**src/sv/pli_pkg.sv**
```systemverilog
// ----------------------------------------------------------------------------
// pli_pkg
// Shared types and constants of the piecewise linear interpolator.
// ----------------------------------------------------------------------------
`default_nettype none
package pli_pkg;
	localparam int TableDepth = 16;
	localparam int IdxW = $clog2(TableDepth);
	localparam int CntW = $clog2(TableDepth + 1);

	localparam logic [1:0] ST_OK      = 2'd0;
	localparam logic [1:0] ST_NOT_EN  = 2'd1;
	localparam logic [1:0] ST_ZERO_DX = 2'd2;
	localparam logic [1:0] ST_NO_SEG  = 2'd3;

	localparam logic [1:0] HK_LOW    = 2'd0;
	localparam logic [1:0] HK_HIGH   = 2'd1;
	localparam logic [1:0] HK_EXACT  = 2'd2;
	localparam logic [1:0] HK_INTERP = 2'd3;

	localparam logic REG_COUNT  = 1'b0;
	localparam logic REG_ENABLE = 1'b1;

	typedef struct packed {
		logic              is_write;
		logic              enabled;
		logic [IdxW-1:0]   slot;
		logic [IdxW-1:0]   last;
		logic [31:0]       x;
		logic [31:0]       y;
	} cmd_t;
endpackage
`default_nettype wire

```
**src/sv/pli_front.sv**
```systemverilog
// ----------------------------------------------------------------------------
// pli_front
// Accepts commands, snapshots configuration, and pushes them to a 2-deep queue.
// ----------------------------------------------------------------------------
`default_nettype none
module pli_front (
	input  wire logic          clk,
	input  wire logic          arst_n,
	input  wire logic          start,
	input  wire logic          mode,
	input  wire logic [3:0]    entry_index,
	input  wire logic [31:0]   x_value,
	input  wire logic [31:0]   y_value,
	input  wire logic [4:0]    entry_count,
	input  wire logic          table_enable,
	input  wire logic          pop,
	output logic               full,
	output logic               q_valid,
	output pli_pkg::cmd_t      q_head
);
	import pli_pkg::*;
	cmd_t      buf_q [2];
	logic      rd_q, wr_q;
	logic [1:0] cnt_q;
	cmd_t      c;
	logic      push;
	logic [CntW-1:0] n;

	assign full = cnt_q == 2'd2;
	assign push = start && !full;
	assign q_valid = cnt_q != 2'd0;
	assign q_head = buf_q[rd_q];

	always_comb begin
		if (entry_count == 5'd0)
			n = CntW'(1);
		else if (32'(entry_count) > TableDepth)
			n = CntW'(TableDepth);
		else
			n = CntW'(entry_count);
		c.is_write = mode;
		c.enabled  = table_enable;
		c.slot     = IdxW'(entry_index);
		c.last     = IdxW'(n - CntW'(1));
		c.x        = x_value;
		c.y        = y_value;
	end

	always_ff @(posedge clk) begin
		if (push)
			buf_q[wr_q] <= c;
	end

	always_ff @(posedge clk or negedge arst_n) begin
		if (!arst_n) begin
			rd_q <= 1'b0;
			wr_q <= 1'b0;
			cnt_q <= 2'd0;
		end else begin
			if (push)
				wr_q <= !wr_q;
			if (pop)
				rd_q <= !rd_q;
			cnt_q <= cnt_q + 2'(push) - 2'(pop);
		end
	end
endmodule
`default_nettype wire

```
**src/sv/pli_div.sv**
```systemverilog
// ----------------------------------------------------------------------------
// pli_div
// Restoring 32-bit signed truncating divider, one quotient bit per cycle.
// ----------------------------------------------------------------------------
`default_nettype none
module pli_div (
	input  wire logic        clk,
	input  wire logic        arst_n,
	input  wire logic        go,
	input  wire logic [31:0] dividend,
	input  wire logic [31:0] divisor,
	output logic             done,
	output logic [31:0]      quotient
);
	import pli_pkg::*;
	logic [31:0] rem_q, quo_q, dvs_q;
	logic [5:0]  cnt_q;
	logic        neg_q, busy_q;
	logic [32:0] trial;
	logic [32:0] shifted;

	assign shifted = {rem_q, quo_q[31]};
	assign trial = shifted - {1'b0, dvs_q};
	assign quotient = neg_q ? 32'(0) - quo_q : quo_q;

	always_ff @(posedge clk) begin
		if (go) begin
			rem_q <= 32'd0;
			quo_q <= dividend[31] ? 32'(0) - dividend : dividend;
			dvs_q <= divisor[31] ? 32'(0) - divisor : divisor;
			neg_q <= dividend[31] ^ divisor[31];
		end else if (busy_q) begin
			if (!trial[32]) begin
				rem_q <= trial[31:0];
				quo_q <= {quo_q[30:0], 1'b1};
			end else begin
				rem_q <= shifted[31:0];
				quo_q <= {quo_q[30:0], 1'b0};
			end
		end
	end

	always_ff @(posedge clk or negedge arst_n) begin
		if (!arst_n) begin
			busy_q <= 1'b0;
			cnt_q <= 6'd0;
			done <= 1'b0;
		end else begin
			done <= 1'b0;
			if (go) begin
				busy_q <= 1'b1;
				cnt_q <= 6'd0;
			end else if (busy_q) begin
				cnt_q <= cnt_q + 6'd1;
				if (cnt_q == 6'd31) begin
					busy_q <= 1'b0;
					done <= 1'b1;
				end
			end
		end
	end
endmodule
`default_nettype wire

```
**src/sv/pli_back.sv**
```systemverilog
// ----------------------------------------------------------------------------
// pli_back
// Executes commands: table writes, clamp checks, segment search, interpolation.
// ----------------------------------------------------------------------------
`default_nettype none
module pli_back (
	input  wire logic          clk,
	input  wire logic          arst_n,
	input  wire logic          q_valid,
	input  pli_pkg::cmd_t      q_head,
	output logic               pop,
	output logic               res_valid,
	output logic [31:0]        res_y,
	output logic [1:0]         res_status,
	output logic [1:0]         res_kind
);
	import pli_pkg::*;
	localparam logic [3:0] S_IDLE = 4'd0, S_RD0 = 4'd1, S_RDL = 4'd2, S_CHK = 4'd3,
		S_SRD = 4'd4, S_SCMP = 4'd5, S_DIV = 4'd6, S_MUL = 4'd7, S_ADD = 4'd8;

	logic [31:0] xmem [TableDepth];
	logic [31:0] ymem [TableDepth];
	logic [31:0] rx_q, ry_q, rx1_q, ry1_q;
	logic [31:0] x0_q, y0_q, prod_q;
	logic [3:0]  st_q;
	logic [IdxW-1:0] ra_q, i_q;
	cmd_t        cmd_q;
	logic        dgo, ddone;
	logic [31:0] quo, dx, dy;

	assign dx = rx1_q - x0_q;
	assign dy = ry1_q - y0_q;

	always_ff @(posedge clk) begin
		if (q_valid && st_q == S_IDLE && q_head.is_write) begin
			xmem[q_head.slot] <= q_head.x;
			ymem[q_head.slot] <= q_head.y;
		end
		rx_q  <= xmem[ra_q];
		ry_q  <= ymem[ra_q];
		rx1_q <= rx_q;
		ry1_q <= ry_q;
	end

	pli_div u_div (
		.clk(clk), .arst_n(arst_n), .go(dgo), .dividend(dy), .divisor(dx),
		.done(ddone), .quotient(quo)
	);

	always_ff @(posedge clk) begin
		if (st_q == S_MUL) begin
			x0_q <= rx1_q;
			y0_q <= ry1_q;
		end
		if (ddone)
			prod_q <= quo * (cmd_q.x - x0_q);
	end

	always_ff @(posedge clk or negedge arst_n) begin
		if (!arst_n) begin
			st_q <= S_IDLE;
			pop <= 1'b0;
			res_valid <= 1'b0;
			res_y <= 32'd0;
			res_status <= ST_OK;
			res_kind <= HK_LOW;
			ra_q <= '0;
			i_q <= '0;
			dgo <= 1'b0;
			cmd_q <= '0;
		end else begin
			pop <= 1'b0;
			res_valid <= 1'b0;
			dgo <= 1'b0;
			unique case (st_q)
				S_IDLE: begin
					if (q_valid && !pop) begin
						pop <= 1'b1;
						cmd_q <= q_head;
						if (q_head.is_write || !q_head.enabled) begin
							res_valid <= 1'b1;
							res_y <= 32'd0;
							res_status <= q_head.is_write ? ST_OK : ST_NOT_EN;
							res_kind <= HK_LOW;
						end else begin
							ra_q <= '0;
							st_q <= S_RD0;
						end
					end
				end
				S_RD0: begin
					ra_q <= cmd_q.last;
					st_q <= S_RDL;
				end
				S_RDL: st_q <= S_CHK;
				S_CHK: begin
					// rx1_q/ry1_q: entry 0, rx_q/ry_q: last entry
					if ($signed(cmd_q.x) <= $signed(rx1_q)) begin
						res_valid <= 1'b1;
						res_y <= ry1_q;
						res_status <= ST_OK;
						res_kind <= HK_LOW;
						st_q <= S_IDLE;
					end else if ($signed(cmd_q.x) >= $signed(rx_q)) begin
						res_valid <= 1'b1;
						res_y <= ry_q;
						res_status <= ST_OK;
						res_kind <= HK_HIGH;
						st_q <= S_IDLE;
					end else begin
						i_q <= '0;
						ra_q <= '0;
						st_q <= S_SRD;
					end
				end
				S_SRD: begin
					ra_q <= i_q + IdxW'(1);
					st_q <= S_SCMP;
				end
				S_SCMP: st_q <= S_MUL;
				S_MUL: begin
					// rx1_q = X[i], rx_q = X[i+1]
					if (cmd_q.x == rx1_q) begin
						res_valid <= 1'b1;
						res_y <= ry1_q;
						res_status <= ST_OK;
						res_kind <= HK_EXACT;
						st_q <= S_IDLE;
					end else if ($signed(cmd_q.x) > $signed(rx1_q)
						&& $signed(cmd_q.x) < $signed(rx_q)) begin
						if (rx_q == rx1_q) begin
							res_valid <= 1'b1;
							res_y <= 32'd0;
							res_status <= ST_ZERO_DX;
							res_kind <= HK_INTERP;
							st_q <= S_IDLE;
						end else begin
							st_q <= S_DIV;
							dgo <= 1'b1;
						end
					end else if (i_q + IdxW'(1) >= cmd_q.last) begin
						res_valid <= 1'b1;
						res_y <= 32'd0;
						res_status <= ST_NO_SEG;
						res_kind <= HK_LOW;
						st_q <= S_IDLE;
					end else begin
						i_q <= i_q + IdxW'(1);
						ra_q <= i_q + IdxW'(1);
						st_q <= S_SRD;
					end
				end
				S_DIV: begin
					if (ddone)
						st_q <= S_ADD;
				end
				S_ADD: begin
					res_valid <= 1'b1;
					res_y <= y0_q + prod_q;
					res_status <= ST_OK;
					res_kind <= HK_INTERP;
					st_q <= S_IDLE;
				end
				default: st_q <= S_IDLE;
			endcase
		end
	end
endmodule
`default_nettype wire

```
**src/sv/piecewise_linear_interpolator_core.sv**
```systemverilog
// ----------------------------------------------------------------------------
// piecewise_linear_interpolator_core
// Breakpoint table with clamp, exact hit and linear interpolation.
// ----------------------------------------------------------------------------
// A command is taken when start is high and busy is low; commands queue two
// deep in front of the execution unit and busy is high while the queue is full.
// Writes and disabled lookups are answered from the idle state; a lookup first
// reads entry 0 and the last entry for the clamp checks, then one segment per
// search step, and then runs the serial divider and the final add. Each result
// appears for one cycle with done; the receiver cannot stall.
`default_nettype none
module piecewise_linear_interpolator_core (
	input  wire logic        clk,
	input  wire logic        arst_n,
	input  wire logic        start,
	output logic             busy,
	input  wire logic        mode,
	input  wire logic [3:0]  entry_index,
	input  wire logic [31:0] x_value,
	input  wire logic [31:0] y_value,
	output logic             done,
	output logic [31:0]      y_result,
	output logic [1:0]       status,
	output logic [1:0]       hit_kind,
	input  wire logic        psel,
	input  wire logic        penable,
	input  wire logic        pwrite,
	input  wire logic [2:0]  paddr,
	input  wire logic [31:0] pwdata,
	output logic [31:0]      prdata,
	output logic             pready
);
	import pli_pkg::*;
	logic [4:0] count_q;
	logic       enable_q;
	logic       q_valid, pop;
	cmd_t       head;

	assign pready = 1'b1;
	always_comb begin
		unique case (paddr[2])
			REG_COUNT:  prdata = {27'd0, count_q};
			REG_ENABLE: prdata = {31'd0, enable_q};
			default:    prdata = 32'd0;
		endcase
	end

	always_ff @(posedge clk or negedge arst_n) begin
		if (!arst_n) begin
			count_q <= 5'd2;
			enable_q <= 1'b0;
		end else if (psel && penable && pwrite && paddr[1:0] == 2'd0) begin
			if (paddr[2] == REG_COUNT)
				count_q <= pwdata[4:0];
			else
				enable_q <= pwdata[0];
		end
	end

	pli_front u_front (
		.clk(clk), .arst_n(arst_n), .start(start), .mode(mode),
		.entry_index(entry_index), .x_value(x_value), .y_value(y_value),
		.entry_count(count_q), .table_enable(enable_q), .pop(pop),
		.full(busy), .q_valid(q_valid), .q_head(head)
	);

	pli_back u_back (
		.clk(clk), .arst_n(arst_n), .q_valid(q_valid), .q_head(head), .pop(pop),
		.res_valid(done), .res_y(y_result), .res_status(status), .res_kind(hit_kind)
	);

	a_pop_has_data: assert property (@(posedge clk) disable iff (!arst_n)
		pop |-> $past(q_valid)) else $error("pop from empty queue");
	a_pop_single: assert property (@(posedge clk) disable iff (!arst_n)
		pop |=> !pop) else $error("pop on consecutive cycles");
	a_err_zero: assert property (@(posedge clk) disable iff (!arst_n)
		(done && status != ST_OK) |-> y_result == 32'd0) else $error("error with value");
endmodule
`default_nettype wire
```
**config.mk**
```make
export PLATFORM = sky130hd
export DESIGN_NAME = piecewise_linear_interpolator_core
export DESIGN_NICKNAME = d
export VERILOG_FILES = /design/src/sv/pli_pkg.sv /design/src/sv/pli_front.sv /design/src/sv/pli_div.sv /design/src/sv/pli_back.sv /design/src/sv/piecewise_linear_interpolator_core.sv
export SDC_FILE = /design/constraint.sdc
export NUM_CORES = 2
export LEC_CHECK = 0
export BUFFER_PORTS_ARGS = -buffer_cell sky130_fd_sc_hd__buf_2
export CAP_MARGIN = 20
export CORE_AREA = 4 4 456 458
export DETAILED_ROUTE_END_ITERATION = 10
export DIE_AREA = 0 0 460 462
export GPL_TIMING_DRIVEN = 0
export PLACE_DENSITY = 0.53
export SETUP_SLACK_MARGIN = 0.1
export SYNTH_ARGS = -nofsm -noshare
export SYNTH_HDL_FRONTEND = slang
export SYNTH_SLANG_ARGS = --single-unit
```
**constraint.sdc**
```tcl
create_clock -name clk -period 22.2 [get_ports clk]
set_input_delay 1.11 -clock clk [delete_from_list [all_inputs] [get_ports clk]]
set_output_delay 1.11 -clock clk [all_outputs]
set_load 0.1 [all_outputs]
```
# After elaboration in Yosys (flattened, before gate mapping)
# Memory sizes are Yosys's and may differ from the RTL's. A register that Yosys moved wholly into a read port is not among the register bits.
# Index checks and enable logic that the tools add are counted.
dict set report totals {
  word_cells 191
  in_bits 110
  out_inout_bits 71
  memories 3
  reg_bits 362
  ramBits 1172
}
# memory depth width rd rd_clocked_by_memory_dff write_ports line
set mem_list {}
lappend mem_list {u_back.xmem 16 32 1 1 1 pli_back.sv:21} ;# logic [31:0] xmem [TableDepth];
lappend mem_list {u_back.ymem 16 32 1 1 1 pli_back.sv:22} ;# logic [31:0] ymem [TableDepth];
lappend mem_list {u_front.buf_q 2 74 1 0 1 pli_front.sv:22} ;# cmd_t buf_q [2];
dict set report classes {
  addsub 13
  magnitude_cmp 6
  n_bitwise 2
  muxes 84
  n_eq_ne 24
  multipliers 1
  n_reduce_logical 29
}
# op count
set ops {}
lappend ops {{32-bit 2-to-1 mux} 13}
lappend ops {{32-bit one-hot mux with 4 select lines} 1}
lappend ops {{1-bit by 32-bit subtractor with 32-bit output (first input constant)} 3}
lappend ops {{32-bit subtractor} 3}
lappend ops {{32-bit equality test} 2}
lappend ops {{32-bit one-hot mux with 2 select lines} 1}
lappend ops {{4-bit 2-to-1 mux} 15}
lappend ops {{33-bit by 32-bit subtractor with 33-bit output} 1}
lappend ops {{32-bit adder} 1}
lappend ops {{32-bit >= comparator} 1}
lappend ops {{32-bit greater-than comparator} 1}
lappend ops {{32-bit <= comparator} 1}
lappend ops {{32-bit less-than comparator} 1}
lappend ops {{32-bit by 32-bit multiplier with 32-bit output} 1}
lappend ops {{2-bit 2-to-1 mux} 16}
lappend ops {{4-bit one-hot mux with 8 select lines} 1}
lappend ops {{31-bit 2-to-1 mux} 1}
lappend ops {{1-bit 2-to-1 mux} 26}
lappend ops {{4-bit one-hot mux with 5 select lines} 1}
lappend ops {{2-bit inequality test (second input constant)} 9}
lappend ops {{4-bit by 3-bit equality test with 1-bit output (second input constant)} 4}
lappend ops {{2-bit one-hot mux with 4 select lines} 2}
lappend ops {{6-bit 2-to-1 mux} 2}
lappend ops {{6-bit AND reduction} 2}
lappend ops {{other kinds (31)} 50}

# Depth between registers and ports, before layout
dict set report depth {
  ltp_word 6
  ltp_mapped 41
  mapped_depth_nobuf 40
}

# By module
# Synthesis repeated with hierarchy kept, for this count alone.
dict set report hier_totals {
  cells_unflattened 6124
  area_unflattened_um2 85253.0
}
# mod instances cells_each area_each_um2 seq_area_each_um2
set by_module_without_submodules {}
lappend by_module_without_submodules {pli_back 1 4921 71179.5 38371.8}
lappend by_module_without_submodules {pli_div 1 896 7738.7 2792.7}
lappend by_module_without_submodules {pli_front 1 256 5800.6 4544.4}
lappend by_module_without_submodules {piecewise_linear_interpolator_core 1 51 534.3 151.4}

# Worst setup path after synthesis
# Ideal clock, no wire load.
dict set report synth_timing {
  kind {register to register}
  from {register u_back.x0_q[1]}
  to {register u_back.prod_q[31] (data pin)}
  setup_slack_ps 12812
  path_stages_with_launch 38
  arrival_ps 9121
  synth_period_minus_slack_ps 9388
  required_ps 21932
  path_buffers 0
  setup_ps 268
  cell_sequence {edfxtp_1 -> inv_1 -> ha_1 -> nor2b_1 -> o31a_1 -> o31ai_1 -> o21ai_1 -> a211oi_1 -> nor2_1 -> a31oi_1 -> o21bai_1 -> a21oi_1 -> xnor2_1 -> and2_1 -> fa_1 -> inv_1 -> fa_1 -> inv_1 -> [2 not listed] -> inv_1 -> fa_1 -> fa_1 -> fa_1 -> fa_1 -> xnor2_1 -> xnor2_1 -> xnor2_1 -> xnor2_1 -> xnor2_1 -> xnor2_1 -> xnor3_1 -> xnor3_1 -> xnor2_1 -> xnor2_1 -> xor2_1 -> xnor2_1 -> xnor3_1}
}
dict set report synth_between {
  elab_chain_cells 2
}
# item line
set synth_lines {}
lappend synth_lines {{start: declaration} pli_back.sv:24} ;# logic [31:0] x0_q, y0_q, prod_q;
lappend synth_lines {{start signal: assignment} pli_back.sv:52} ;# x0_q <= rx1_q;
lappend synth_lines {{32-bit subtractor} pli_back.sv:56} ;# prod_q <= quo * (cmd_q.x - x0_q);
lappend synth_lines {{32-bit by 32-bit multiplier with 32-bit output} pli_back.sv:56}
lappend synth_lines {{end signal: assignment} pli_back.sv:56}
lappend synth_lines {{end: declaration} pli_back.sv:24}
# Every way passes these cells.
# A chain may end at the register's enable or synchronous reset.

# Worst setup path in the final report
dict set report layout_timing {
  from {register u_back.u_div.quo_q[0]}
  to {register u_back.prod_q[31] (data pin)}
}
dict set report layout_between {
  elab_chain_cells 3
}
# item line
set layout_lines {}
lappend layout_lines {{start: declaration} pli_div.sv:16} ;# logic [31:0] rem_q, quo_q, dvs_q;
lappend layout_lines {{start signal: assignment} pli_div.sv:29} ;# quo_q <= dividend[31] ? 32'(0) - dividend : dividend;
lappend layout_lines {{start signal: assignment} pli_div.sv:35} ;# quo_q <= {quo_q[30:0], 1'b1};
lappend layout_lines {{start signal: assignment} pli_div.sv:38} ;# quo_q <= {quo_q[30:0], 1'b0};
lappend layout_lines {{1-bit by 32-bit subtractor with 32-bit output} pli_div.sv:24} ;# assign quotient = neg_q ? 32'(0) - quo_q : quo_q;
lappend layout_lines {{32-bit 2-to-1 mux *} pli_div.sv:24}
lappend layout_lines {{32-bit by 32-bit multiplier with 32-bit output *} pli_back.sv:56}
# Every way passes the cells marked *; elsewhere a longest branch is shown, timed or not.

==> impl_results.html <==
<table>
<tr><th>Metric</th><th>Value</th></tr>
<tr><th colspan="2">Placed design</th></tr>
<tr><td>Global placement routability congestion</td><td>0.924</td></tr>
<tr><td>DP Cell Count</td><td>9098</td></tr>
<tr><td>Sum of net half-perimeters after detailed placement</td><td>181000 microns</td></tr>
<tr><td>Placement Setup Slack</td><td>10.28 ns</td></tr>
<tr><td>Port buffer count</td><td>125</td></tr>
<tr><th colspan="2">Status</th></tr>
<tr><td>Result of the run</td><td>completed</td></tr>
<tr><th colspan="2">STA</th></tr>
<tr><td>Final Max Tran Viols</td><td>0</td></tr>
<tr><td>Final setup skew</td><td>0.0698 ns</td></tr>
<tr><td>Final count of negative-setup-slack endpoints</td><td>0</td></tr>
<tr><td>Slew of the pin with the lowest slew margin</td><td>1.23 ns</td></tr>
<tr><td>Final critical-path required period</td><td>12.07 ns</td></tr>
<tr><td>Achievable clock frequency</td><td>82.8 MHz</td></tr>
<tr><td>Final Hold Viols</td><td>0</td></tr>
<tr><td>Post-route setup slack</td><td>10.13 ns</td></tr>
<tr><td>Share of the clock period used by the worst path</td><td>54.4%</td></tr>
<tr><td>Accumulated negative setup slack</td><td>0 ns</td></tr>
<tr><td>RSZ-0062 raised after global routing</td><td>false</td></tr>
<tr><td>Max-slew headroom</td><td>18.1%</td></tr>
<tr><th colspan="2">Final layout</th></tr>
<tr><td>Synth-to-layout area growth</td><td>13.7%</td></tr>
<tr><td>Commonest cells after routing, fill and taps aside</td><td>1333 x sky130_fd_sc_hd__edfxtp_1, 693 x sky130_fd_sc_hd__inv_1, 413 x sky130_fd_sc_hd__fa_1, 371 x sky130_fd_sc_hd__nand2_1, 367 x sky130_fd_sc_hd__nor2_1</td></tr>
<tr><td>Most common cell after layout, fill and taps aside</td><td>sky130_fd_sc_hd__edfxtp_1</td></tr>
<tr><td>Share of the core filled with cells in the final layout</td><td>47.6%</td></tr>
<tr><td>Final nets</td><td>7473</td></tr>
<tr><td>Layout cells sized above 1</td><td>14.8%</td></tr>
<tr><td>Finished Layout Cells</td><td>9430</td></tr>
<tr><td>Fill cell total of the finished layout</td><td>17900</td></tr>
<tr><th colspan="2">Synthesis</th></tr>
<tr><td>Number of distinct standard cells referenced by the synthesized netlist</td><td>85</td></tr>
<tr><td>Mapped Avg Cell Area</td><td>13.9 sq um</td></tr>
<tr><td>Post-synthesis compound-gate area fraction</td><td>6.59%</td></tr>
<tr><td>Cell count after synthesis</td><td>6161</td></tr>
<tr><td>Area share of the largest cell type after synthesis</td><td>46.9%</td></tr>
<tr><td>Mux cell area share after synthesis</td><td>10.1%</td></tr>
<tr><td>Cell taking the most area after synthesis</td><td>sky130_fd_sc_hd__edfxtp_1</td></tr>
<tr><td>Xor-xnor portion of the synthesized cell area</td><td>3.97%</td></tr>
<tr><td>Simple-gate share of the synthesized area</td><td>6.39%</td></tr>
<tr><td>Largest cells by area after synthesis</td><td>sky130_fd_sc_hd__edfxtp_1 47%, sky130_fd_sc_hd__fa_1 9.7%, sky130_fd_sc_hd__mux4_2 8.4%</td></tr>
<tr><td>Yosys warning total</td><td>0</td></tr>
<tr><td>Flip-flop and latch count after synthesis</td><td>1598</td></tr>
<tr><td>Commonest register cell after synthesis</td><td>sky130_fd_sc_hd__edfxtp_1</td></tr>
<tr><td>Adder-cell share of the synthesized area</td><td>14.9%</td></tr>
<tr><td>Cell area after technology mapping</td><td>0.0854 sq mm</td></tr>
<tr><td>Number of flops mapped to enable cells by yosys</td><td>1333</td></tr>
<tr><td>Proportion of synthesized chip area in sequential cells</td><td>53.7%</td></tr>
<tr><td>Dominant combinational cell family by area after synthesis</td><td>adder cells</td></tr>
<tr><td>Post-synth ARST share</td><td>6.57%</td></tr>
<tr><th colspan="2">Clock tree</th></tr>
<tr><td>CTS tree</td><td>yes</td></tr>
<tr><td>Post-CTS Hold Fix Bufs</td><td>0</td></tr>
<tr><td>Cell at the root of the clock tree</td><td>sky130_fd_sc_hd__clkbuf_16</td></tr>
<tr><td>Number of gates resized after cts</td><td>0</td></tr>
<tr><td>H-Tree Depth</td><td>4</td></tr>
<tr><td>CTS clk-pin slew, worst paths</td><td>0.06 ns</td></tr>
<tr><td>Clock buffer count from CTS</td><td>171</td></tr>
<tr><td>Clock latency on the worst-skew pair</td><td>0.84 ns</td></tr>
<tr><td>Count of buffers added by post-CTS timing repair for setup</td><td>0</td></tr>
<tr><td>Clk sink count</td><td>1598</td></tr>
<tr><td>CTS Buffer Depth</td><td>3</td></tr>
<tr><th colspan="2">Floorplan</th></tr>
<tr><td>FP Rows</td><td>166</td></tr>
<tr><td>IO Pins</td><td>181</td></tr>
<tr><td>Die ar.</td><td>0.213 sq mm</td></tr>
<tr><td>Die W</td><td>460 microns</td></tr>
<tr><td>Initial Util</td><td>41.9%</td></tr>
<tr><td>Area of the core</td><td>0.204 sq mm</td></tr>
<tr><td>Die outline height</td><td>462 microns</td></tr>
<tr><th colspan="2">Route</th></tr>
<tr><td>Avg WL per Cell</td><td>25.6 microns</td></tr>
<tr><td>Detailed-routing iteration count for the pre-antenna-repair pass</td><td>6</td></tr>
<tr><td>Drt via density</td><td>5.51</td></tr>
<tr><td>Number of DRC markers in iteration 0</td><td>4348</td></tr>
<tr><td>Post-detailed-route count of antenna-violating nets</td><td>0</td></tr>
<tr><td>Total wirelength of the detailed-routed design</td><td>241000 microns</td></tr>
<tr><td>Residual DRC count</td><td>0</td></tr>
<tr><td>Total vias in the final route</td><td>52000</td></tr>
<tr><th colspan="2">Worst setup path</th></tr>
<tr><td>Arrival time worst endpoint</td><td>12.58 ns</td></tr>
<tr><td>Cell at the slowest stage of the critical path</td><td>sky130_fd_sc_hd__clkbuf_1</td></tr>
<tr><td>Endpoint required time on the critical path</td><td>22.71 ns</td></tr>
<tr><td>Crit Path Max Fanout</td><td>10</td></tr>
<tr><td>Critical path launch point type</td><td>flop</td></tr>
<tr><td>CP max stage delay</td><td>0.64 ns</td></tr>
<tr><td>Element type at the critical path end</td><td>flop</td></tr>
<tr><td>Critical path type</td><td>flop to flop</td></tr>
<tr><td>Dominant cell type by count on the critical path</td><td>sky130_fd_sc_hd__fa_1</td></tr>
<tr><th colspan="2">Global routing</th></tr>
<tr><td>Global-route congestion overflow total</td><td>0</td></tr>
<tr><td>Largest net degree at the start of global routing</td><td>73</td></tr>
<tr><td>Global-route wire length before repair</td><td>356000 microns</td></tr>
<tr><td>Number of antenna violations at the first check in global routing</td><td>10</td></tr>
<tr><td>Global router's overall resource usage</td><td>22.8%</td></tr>
<tr><td>Vias in the first global route</td><td>53500</td></tr>
<tr><th colspan="2">Flow run</th></tr>
<tr><td>Maxcap violations</td><td>0</td></tr>
<tr><th colspan="2">Worst hold path</th></tr>
<tr><td>Kind of path behind the tightest hold check</td><td>input pin to async pin</td></tr>
</table>
## cells in the mapped netlist (9+ instances only)
cell type / n
sky130_fd_sc_hd__edfxtp_1: 1333
sky130_fd_sc_hd__or3_1: 26
sky130_fd_sc_hd__a211oi_1: 20
sky130_fd_sc_hd__o21ai_0: 143
sky130_fd_sc_hd__fa_1: 413
sky130_fd_sc_hd__and3_1: 32
sky130_fd_sc_hd__inv_1: 694
sky130_fd_sc_hd__and2_1: 38
sky130_fd_sc_hd__mux2i_1: 15
sky130_fd_sc_hd__nand2b_1: 70
sky130_fd_sc_hd__nand2_1: 371
sky130_fd_sc_hd__xor2_1: 114
sky130_fd_sc_hd__buf_1: 34
sky130_fd_sc_hd__or4_1: 10
sky130_fd_sc_hd__nor3_1: 43
sky130_fd_sc_hd__nand4_1: 45
sky130_fd_sc_hd__ha_1: 355
sky130_fd_sc_hd__a222oi_1: 25
sky130_fd_sc_hd__dfxtp_1: 160
sky130_fd_sc_hd__o211ai_1: 15
sky130_fd_sc_hd__o21a_1: 34
sky130_fd_sc_hd__clkbuf_1: 197
sky130_fd_sc_hd__buf_4: 28
sky130_fd_sc_hd__nor2b_1: 50
sky130_fd_sc_hd__mux2_2: 116
sky130_fd_sc_hd__nor3b_1: 11
sky130_fd_sc_hd__o21bai_1: 37
sky130_fd_sc_hd__o311ai_0: 13
sky130_fd_sc_hd__dfrtp_1: 104
sky130_fd_sc_hd__a311oi_1: 22
sky130_fd_sc_hd__nor4_1: 15
sky130_fd_sc_hd__o311a_1: 9
sky130_fd_sc_hd__mux4_2: 320
sky130_fd_sc_hd__o2bb2ai_1: 27
sky130_fd_sc_hd__nand3_1: 40
sky130_fd_sc_hd__or2_2: 15
sky130_fd_sc_hd__nor2_1: 384
sky130_fd_sc_hd__a21o_1: 101
sky130_fd_sc_hd__a21boi_0: 13
sky130_fd_sc_hd__xnor2_1: 258
sky130_fd_sc_hd__a31oi_1: 25
sky130_fd_sc_hd__o31ai_1: 40
sky130_fd_sc_hd__a21oi_1: 217
## state kept, by name, summed over array words and instances, names as in the netlist, 36 cells and up
| signal | cells |
|---|---|
| u_back.xmem | 512 |
| u_back.ymem | 512 |
| u_front.buf_q | 148 |
| u_back.cmd_q | 36 |
## final timing paths
kind                       cells past startpoint  slack, ns                 to             startpoint
setup / recovery                              36      10.13  u_back.prod_q[31]  u_back.u_div.quo_q[0]
hold / removal                                 1       0.18   u_back.res_y[23]                 arst_n
setup reg to reg                              36      10.13  u_back.prod_q[31]  u_back.u_div.quo_q[0]
hold reg to reg                                0       0.35   u_back.ry1_q[20]        u_back.ry_q[20]
max in group asynchronous                      2      21.13  u_back.u_div.done                 arst_n
min in group clk                               0       0.35   u_back.ry1_q[20]        u_back.ry_q[20]
## layer usage
layer | track usage, % | vias up | share of wire (%)
met4 | 7.01 | 0 | 3.2
met5 | 0 | - | 0
li1 | - | 23100 | -
met2 | 37.9 | 1517 | 48
met3 | 3.08 | 343 | 5.2
met1 | 31.2 | 27000 | 43
## metrics by stage
stage | cell area [sq um] | hold slack (ns)
after floorplan | 85500 | 0.330
after global placement | 89500 | 0.338
after detailed placement | 91400 | 0.340
after CTS | 97000 | 0.103
after global routing | 97100 | 0.148
final | 97100 | 0.179
## kinds of logic (layout without fill, tap and decap cells)
| group | after synthesis | in the layout |
|---|---|---|
| compound gates | 834 | 834 |
| xor+xnor | 378 | 378 |
| fa+ha+maj | 768 | 768 |
| buf+inv | 954 | 1505 |
| flops | 1598 | 1598 |
| mux | 451 | 451 |
| other cells | 2 | 32 |
| simple gates | 1176 | 1176 |
## worst max-delay path: cells and delay by family, from the launching register on
family	cells	cell delay [ns]
fa+ha+maj	10	4.68
simple gates	5	0.93
compound gates	9	2.65
flops	1	0.59
buf+inv	10	1.99
xor+xnor	2	0.97
## layout make-up
cell class | instances | area (sq um) | area share (%)
Multi-Input combinational cell | 3635 | 36100 | 37.2
Buffer | 260 | 1080 | 1.11
Antenna cell | 4 | 10.0 | 0.0103
Clock inverter | 92 | 903 | 0.930
Timing Repair Buffer | 235 | 2480 | 2.56
Inverter | 694 | 2610 | 2.68
Tap cell | 2688 | 3360 | 3.46
Clock buffer | 224 | 4710 | 4.85
Sequential cell | 1598 | 45900 | 47.2
Power is not shown: default switching activity piles up to over one toggle a cycle in this logic, so the estimate is an artifact.
